File: src/design/xyz_mean_centering_defines.svh
// ----------------------------------------------------------------------------
// Assertion macros for the coordinate mean centering block
// Shared helpers that check properties on clk, with rst_n low disabling them.
// ----------------------------------------------------------------------------
`ifndef XYZ_MEAN_CENTERING_DEFINES_SVH
`define XYZ_MEAN_CENTERING_DEFINES_SVH

// The consequent must hold in the same cycle as the antecedent.
`define XMC_ASSERT_IMP(lbl, pre, post, msg) \
    lbl: assert property (@(posedge clk) disable iff (!rst_n) (pre) |-> (post)) \
        else $error(msg);

// The consequent must hold in the cycle after the antecedent.
`define XMC_ASSERT_NXT(lbl, pre, post, msg) \
    lbl: assert property (@(posedge clk) disable iff (!rst_n) (pre) |=> (post)) \
        else $error(msg);

`endif

File: src/design/xyz_mc_pkg.sv
// ----------------------------------------------------------------------------
// Coordinate mean centering package
// Sizes and the command and status bundles between controller and datapath.
// ----------------------------------------------------------------------------
package xyz_mc_pkg;

    localparam int MAX_ATOMS = 64;
    localparam int NUM_AXES  = 3;
    localparam int COORD_W   = 32;
    localparam int WORD_W    = NUM_AXES * COORD_W;
    localparam int IDX_W     = (MAX_ATOMS > 1) ? $clog2(MAX_ATOMS) : 1;
    localparam int CNT_W     = $clog2(MAX_ATOMS + 1);
    localparam int SUM_W     = COORD_W + IDX_W;
    localparam int STEP_W    = $clog2(SUM_W);

    typedef logic [COORD_W-1:0] coord_t;
    typedef logic [SUM_W-1:0]   sum_t;
    typedef logic [CNT_W-1:0]   count_t;

    typedef struct packed {
        logic load_en;
        logic div_start;
        logic emit_en;
        logic clear_frame;
    } ctrl_cmd_t;

    typedef struct packed {
        logic last_acc;
        logic div_done;
        logic issue_done;
        logic pipe_empty;
    } ctrl_sts_t;

endpackage

File: src/design/xyz_mc_ctrl.sv
// ----------------------------------------------------------------------------
// Frame controller
// Sequences loading a frame, dividing the sums and replaying the store.
// ----------------------------------------------------------------------------
`include "xyz_mean_centering_defines.svh"

module xyz_mc_ctrl (
    input  logic                  clk,
    input  logic                  rst_n,
    input  xyz_mc_pkg::ctrl_sts_t sts,
    output xyz_mc_pkg::ctrl_cmd_t cmd
);

    localparam int STATE_W = 2;
    localparam logic [STATE_W-1:0] ST_LOAD  = 2'd0;
    localparam logic [STATE_W-1:0] ST_START = 2'd1;
    localparam logic [STATE_W-1:0] ST_DIV   = 2'd2;
    localparam logic [STATE_W-1:0] ST_EMIT  = 2'd3;

    logic [STATE_W-1:0] state_reg, state_next;

    always_comb
    begin
        cmd.load_en     = (state_reg == ST_LOAD);
        // The sums include the last atom only from the cycle after it is taken.
        cmd.div_start   = (state_reg == ST_START);
        cmd.emit_en     = (state_reg == ST_EMIT);
        cmd.clear_frame = (state_reg == ST_EMIT) && sts.issue_done && sts.pipe_empty;
    end

    always_comb
    begin
        state_next = state_reg;
        case (state_reg)
            ST_LOAD:
            begin
                if (sts.last_acc)
                begin
                    state_next = ST_START;
                end
            end
            ST_START:
            begin
                state_next = ST_DIV;
            end
            ST_DIV:
            begin
                if (sts.div_done)
                begin
                    state_next = ST_EMIT;
                end
            end
            ST_EMIT:
            begin
                if (sts.issue_done && sts.pipe_empty)
                begin
                    state_next = ST_LOAD;
                end
            end
            default:
            begin
                state_next = ST_LOAD;
            end
        endcase
    end

    always_ff @(posedge clk or negedge rst_n)
    begin
        if (!rst_n)
        begin
            state_reg <= ST_LOAD;
        end
        else
        begin
            state_reg <= state_next;
        end
    end

    `XMC_ASSERT_NXT(a_start_then_div, cmd.div_start, state_reg == ST_DIV, "divider start not followed by the wait state")
    `XMC_ASSERT_IMP(a_done_only_in_div, sts.div_done, state_reg == ST_DIV, "divider finished outside the wait state")

endmodule

File: config.mk
export PLATFORM = sky130hd
export DESIGN_NAME = xyz_mc_ctrl
export DESIGN_NICKNAME = d
export VERILOG_FILES = /design/src/design/xyz_mc_pkg.sv /design/src/design/xyz_mc_ctrl.sv
export VERILOG_INCLUDE_DIRS = /design/src /design/src/design
export SDC_FILE = /design/constraint.sdc
export NUM_CORES = 1
export LEC_CHECK = 0
export BUFFER_PORTS_ARGS = -buffer_cell sky130_fd_sc_hd__buf_2
export CORE_AREA = 5 5 42 44
export DETAILED_ROUTE_END_ITERATION = 12
export DIE_AREA = 0 0 47 49
export GPL_ROUTABILITY_DRIVEN = 0
export SYNTH_ARGS = -nofsm -noshare
export SYNTH_HDL_FRONTEND = slang
export SYNTH_SLANG_ARGS = --single-unit
File: constraint.sdc
create_clock -name clk -period 2.2 [get_ports clk]
set_input_delay 0.11 -clock clk [delete_from_list [all_inputs] [get_ports clk]]
set_output_delay 0.11 -clock clk [all_outputs]
set_load 0.01 [all_outputs]
==> impl_metrics.env, run 1 <==
export IMPL_status="finished, final reports clean"
export IMPL_period_needed_ns=1.62
export IMPL_grt_pass1_wl_um=538
export IMPL_clkTransAtPathRegs_ns=0.03
export IMPL_final_cell_mix="buf_2 (9), ha_1 (5), inv_1 (4), clkbuf_4 (3), dfrtp_1 (2)"
export IMPL_r2r_end="state_reg[1]"
export IMPL_synth_xor_area_share_pct=0
export IMPL_regToRegSetupSlack_ns=0.58
export IMPL_post_cts_setup_buffers=0
export IMPL_rsz0062_at_grt="false"
export IMPL_critPathKind="reg2reg"
export IMPL_io_buffers=9
export IMPL_cp_startpoint="state_reg[0]"
export IMPL_synth_seq_cells=2
export IMPL_synth_area_um2=173
export IMPL_cts_tree="yes"
export IMPL_power_density_mw_per_mm2=1250
export IMPL_num_io_pins=10
export IMPL_cp_slowest_cell="a222oi_1"
export IMPL_fp_row_count=14
export IMPL_overflow=0
export IMPL_synth_fa_ha_area_share_pct=36.2
export IMPL_core_mm2=0.00140
export IMPL_synth_avg_cell_area_um2=10.2
export IMPL_grt_max_degree=5
export IMPL_slew_violations=0
export IMPL_crit_path_end_kind="flip-flop"
export IMPL_cts_max_level=1
export IMPL_holdWs_ns=0.197
export IMPL_final_nets=43
export IMPL_synth_compound_area_share_pct=5.80
export IMPL_cpLargestDelayFamily="compound AO/OA/AOI/OAI gates"
export IMPL_synth_area_mux_share_pct=12.3
export IMPL_r2r_start="state_reg[0]"
export IMPL_setup_worst_path_start_class="flip-flop"
export IMPL_use_met1_pct=2.42
export IMPL_comb_power_share_pct=53.7
export IMPL_drt_first_pass_iters=4
export IMPL_top_usage_layer="met4"
export IMPL_timing_final_crit_share_pct=73.8
export IMPL_p_clk_share_pct=23.9
export IMPL_worstHoldPathType="in2async"
export IMPL_cts_made_buffers=3
export IMPL_instances_no_fill=46
export IMPL_hpwl_um=330
export IMPL_required_ns=2.30
export IMPL_critical_path_buf_inv_count=1
export IMPL_setup_tns_final_ns=0
export IMPL_drt_wirelength_per_cell_um=8.50
export IMPL_syn2layout_area_growth_pct=56.5
export IMPL_antenna_found_initial=0
export IMPL_grt_total_usage_pct=3.88
export IMPL_critPathMaxStageDelay_ns=0.46
export IMPL_finalSetupViolations=0
export IMPL_cp_cell_sequence="inv_1 > ha_1 > a222oi_1 > mux2_1"
export IMPL_viasPerCell=3.67
export IMPL_clk_path_buf_depth=2
export IMPL_swShare_pct=39.5
export IMPL_synth_top_family_by_area="adder cells"
export IMPL_dieArea_mm2=0.00230
export IMPL_cp_depth=4
export IMPL_cap_violations=0
export IMPL_cts_resized=0
export IMPL_cts_root_buf="clkbuf_4"
export IMPL_use_met2_pct=5.20
export IMPL_hold_viol_final=0
export IMPL_ant_nets=0
export IMPL_synth_nets=28
export IMPL_largest_reg_flops=2
export IMPL_synthCells=17
export IMPL_clkLatencyLatePin_ns=0.22
export IMPL_synth_simple_area_share_pct=7.97
export IMPL_cts_sinks=2
export IMPL_max_freq_ghz=0.616
export IMPL_finClkSkew_ns=0.00318
export IMPL_synth_seq_area_share_pct=29.0
export IMPL_die_x_um=47
export IMPL_cp_max_fo=4
export IMPL_crit_end="state_reg[1]"
export IMPL_ys_warn_count=0
export IMPL_dpl_cell_count=42
export IMPL_p_seq_share_pct=22.5
export IMPL_fp_dieH_um=49
export IMPL_drive_gt1_share_pct=40.0
export IMPL_initial_core_util_pct=12.3
export IMPL_final_common_cell="buf_2"
export IMPL_synth_distinct_cells=9
export IMPL_p_int_mw=0.204
export IMPL_ir_drop_uv=240
export IMPL_crit_arrival_ns=1.73
export IMPL_n_antenna_cell=0
export IMPL_drt_wl_total_um=391
export IMPL_slew_headroom_pct=70.0
export IMPL_p_switching_mw=0.133
export IMPL_drc=0
export IMPL_tightest_slew_ns=0.451
export IMPL_cellLeakagePower_nw=0.164
export IMPL_final_core_util_pct=19.3
export IMPL_cts_hold_buf=1
export IMPL_globalRouteMet3Util_pct=2.21
export IMPL_drt_iter0_markers=3
export IMPL_vias=169
export IMPL_grt_pass1_vias=169
export IMPL_r2r_cells=4
## metal layers
layer	vias up	share of wire [%]
met4	0	0
met3	0	19
met2	9	48
li1	81	-
met1	79	32
met5	-	0
## synthesized netlist by cell type, drive strengths merged
cell type / number / area share [%]
inv: 4 / 8.7
ha: 5 / 36
dfrtp: 2 / 29
and3: 1 / 3.6
nor2: 1 / 2.2
mux2: 1 / 6.5
mux2i: 1 / 5.8
a222oi: 1 / 5.8
nand2: 1 / 2.2
## through the flow
step | setup WS (ns) | area (um^2) | total power [mW]
after floorplan | 0.669 | 173 | 0.206
after global placement | 0.606 | 238 | 0.257
after detailed placement | 0.544 | 238 | 0.264
after CTS | 0.544 | 270 | 0.353
after global routing | 0.481 | 270 | 0.375
final | 0.575 | 270 | 0.337
## power by group through the flow
stage / Sequential (mW) / Clock, mW / Combinational, mW
after global routing: 0.0795 / 0.0891 / 0.206
after detailed placement: 0.0776 / 0 / 0.187
final: 0.0756 / 0.0803 / 0.181
after CTS: 0.0772 / 0.0874 / 0.188
after floorplan: 0.0725 / 0 / 0.134
after global placement: 0.0760 / 0 / 0.181
## worst min-delay path by stage
stage                     startpoint           end  slack [ns]  depth (start not counted)
after CTS                      rst_n  state_reg[1]        0.18                          2
after global routing           rst_n  state_reg[1]        0.22                          2
after global placement         rst_n  state_reg[0]       -0.10                          1
after floorplan                rst_n  state_reg[0]       -0.19                          0
after detailed placement       rst_n  state_reg[1]        -0.1                          1
final                          rst_n  state_reg[1]        0.20                          2
## cells by family (layout without fill, tap and decap cells)
| logic type | count (synthesis) | after routing |
|---|---|---|
| AO/OA/AOI/OAI | 1 | 1 |
| adder cells (fa/ha/maj) | 5 | 5 |
| buffers and inverters | 4 | 17 |
| flip-flops | 2 | 2 |
| multiplexers | 2 | 2 |
| AND/OR/NAND/NOR | 3 | 3 |
## area by class of cell
class	instances	area, um^2
well taps	16	20.0
clock buffers	3	22.5
fillers	165	1130
multi-input cells	11	108
inverters	4	15.0
repair buffers	10	55.1
flip-flops and latches	2	50.0
Note: power is estimated with default switching activity, not from simulation.
==> run 2, diff against run 1 <==
==> constraint.sdc (replaced) <==
create_clock -name clk -period 1.55 [get_ports clk]
set_input_delay 0.0775 -clock clk [delete_from_list [all_inputs] [get_ports clk]]
set_output_delay 0.0775 -clock clk [all_outputs]
set_load 0.01 [all_outputs]
==> run 2 against run 1 <==
  * Die area unchanged
  * Combinational power grew 84%
  * Global-route usage unchanged
  * Critical path type unchanged
  * Largest cell class unchanged
==> impl_metrics.env, run 2 (synthesis gave the netlist of run 1 again) <==
export IMPL_syn2layout_area_growth_pct=79.0
export IMPL_power_density_mw_per_mm2=1830
export IMPL_p_clk_share_pct=19.8
export IMPL_comb_power_share_pct=58.8
export IMPL_required_ns=1.65
export IMPL_core_mm2=0.00140
export IMPL_holdWs_ns=0.174
export IMPL_vias=174
export IMPL_slew_violations=0
export IMPL_cts_tree="yes"
export IMPL_cp_cell_sequence="ha_2 > a222oi_1 > mux2_1"
export IMPL_cts_made_buffers=3
export IMPL_final_common_cell="buf_2"
export IMPL_cp_max_fo=4
export IMPL_crit_path_end_kind="flip-flop"
export IMPL_drt_iter0_markers=5
export IMPL_cap_violations=0
export IMPL_cts_root_buf="clkbuf_4"
export IMPL_initial_core_util_pct=12.3
export IMPL_clkTransAtPathRegs_ns=0.03
export IMPL_ant_nets=0
export IMPL_crit_arrival_ns=1.59
export IMPL_drt_wirelength_per_cell_um=8.20
export IMPL_cp_slowest_cell="dfrtp_2"
export IMPL_final_cell_mix="buf_2 (9), inv_1 (3), ha_1 (3), clkbuf_4 (3), buf_4 (3)"
export IMPL_hold_viol_final=0
export IMPL_fp_row_count=14
export IMPL_ir_drop_uv=482
export IMPL_io_buffers=9
export IMPL_instances_no_fill=49
export IMPL_n_antenna_cell=0
export IMPL_final_nets=46
export IMPL_setup_worst_path_start_class="flip-flop"
export IMPL_cpLargestDelayFamily="flip-flops"
export IMPL_critPathMaxStageDelay_ns=0.43
export IMPL_p_int_mw=0.352
export IMPL_grt_total_usage_pct=3.88
export IMPL_status="finished, final reports clean"
export IMPL_drt_wl_total_um=402
export IMPL_drt_first_pass_iters=4
export IMPL_cts_sinks=2
export IMPL_antenna_found_initial=0
export IMPL_critical_path_buf_inv_count=0
export IMPL_swShare_pct=38.0
export IMPL_drc=0
export IMPL_rsz0062_at_grt="true"
export IMPL_drive_gt1_share_pct=57.6
export IMPL_p_seq_share_pct=21.3
export IMPL_overflow=0
export IMPL_critPathKind="reg2reg"
export IMPL_clk_path_buf_depth=2
export IMPL_cts_max_level=1
export IMPL_slew_headroom_pct=74.8
export IMPL_dpl_cell_count=43
export IMPL_viasPerCell=3.55
export IMPL_grt_max_degree=5
export IMPL_p_switching_mw=0.215
export IMPL_finClkSkew_ns=0.00244
export IMPL_cellLeakagePower_nw=0.174
export IMPL_period_needed_ns=1.49
export IMPL_largest_reg_flops=2
export IMPL_grt_pass1_wl_um=579
export IMPL_fillCellCount=160
export IMPL_clkLatencyLatePin_ns=0.22
export IMPL_fp_dieH_um=49
export IMPL_num_io_pins=10
export IMPL_worstHoldPathType="in2async"
export IMPL_tightest_slew_ns=0.379
export IMPL_timing_final_crit_share_pct=96.0
export IMPL_setup_slack_ns=0.0615
export IMPL_place_ws_ns=-0.0237
export IMPL_dieArea_mm2=0.00230
export IMPL_max_freq_ghz=0.672
export IMPL_finalSetupViolations=0
export IMPL_grt_pass1_vias=142
export IMPL_die_x_um=47
run 2: what timing repair did:
| item | CTS | global route |
|---|---|---|
| endpoints found under the setup margin | 2 | 2 |
| hold endpoints to repair | 2 | 0 |
| setup buffers | 1 | 1 |
| hold buffers | 1 | 0 |
| resized for setup | 2 | 3 |
| pin swaps | 1 | 2 |
run 2: cell type report:
class / count / area, um^2 / share of cell area (%)
Clock buffer: 3 / 22.5 / 7.29
Multi-Input combinational cell: 11 / 123 / 39.7
Tap cell: 16 / 20.0 / 6.48
Sequential cell: 2 / 51.3 / 16.6
Inverter: 4 / 15.0 / 4.86
Timing Repair Buffer: 13 / 77.6 / 25.1
run 2: through the flow:
stage / TNS, ns / power (mW) / utilization [%] / instance area [um^2]
3_5_place_dp: -0.0352 / 0.395 / 17.5 / 245
3_3_place_gp: 0 / 0.389 / 17.5 / 245
4_1_cts: 0 / 0.542 / 20.5 / 288
6_report: 0 / 0.567 / 22.1 / 309
5_1_grt: -0.0567 / 0.631 / 22.1 / 309
2_1_floorplan: 0 / 0.293 / - / 173
run 2: worst paths after layout:
kind                              start           end  slack (ns)  depth (start not counted)
max                        state_reg[1]  state_reg[1]        0.06                          3
min                               rst_n  state_reg[1]        0.17                          2
max reg2reg                state_reg[1]  state_reg[1]        0.06                          3
min reg2reg                state_reg[1]  state_reg[1]        0.57                          1
max in group asynchronous         rst_n  state_reg[1]        1.26                          2
min in group clk                 sts[3]  state_reg[1]        0.31                          4
run 2: routing by layer:
layer	part of all wire (%)	global-route usage (%)
met1	41	3.96
met2	42	4.30
met3	16	4.43
met4	0	2.76
met5	0	0
run 2: power by group through the flow:
| stage | sequential, mW | clock [mW] | combinational [mW] |
|---|---|---|---|
| after floorplan | 0.103 | 0 | 0.190 |
| final | 0.121 | 0.112 | 0.333 |
| after global routing | 0.127 | 0.128 | 0.376 |
| after global placement | 0.108 | 0 | 0.281 |
| after detailed placement | 0.110 | 0 | 0.285 |
| after CTS | 0.111 | 0.121 | 0.310 |
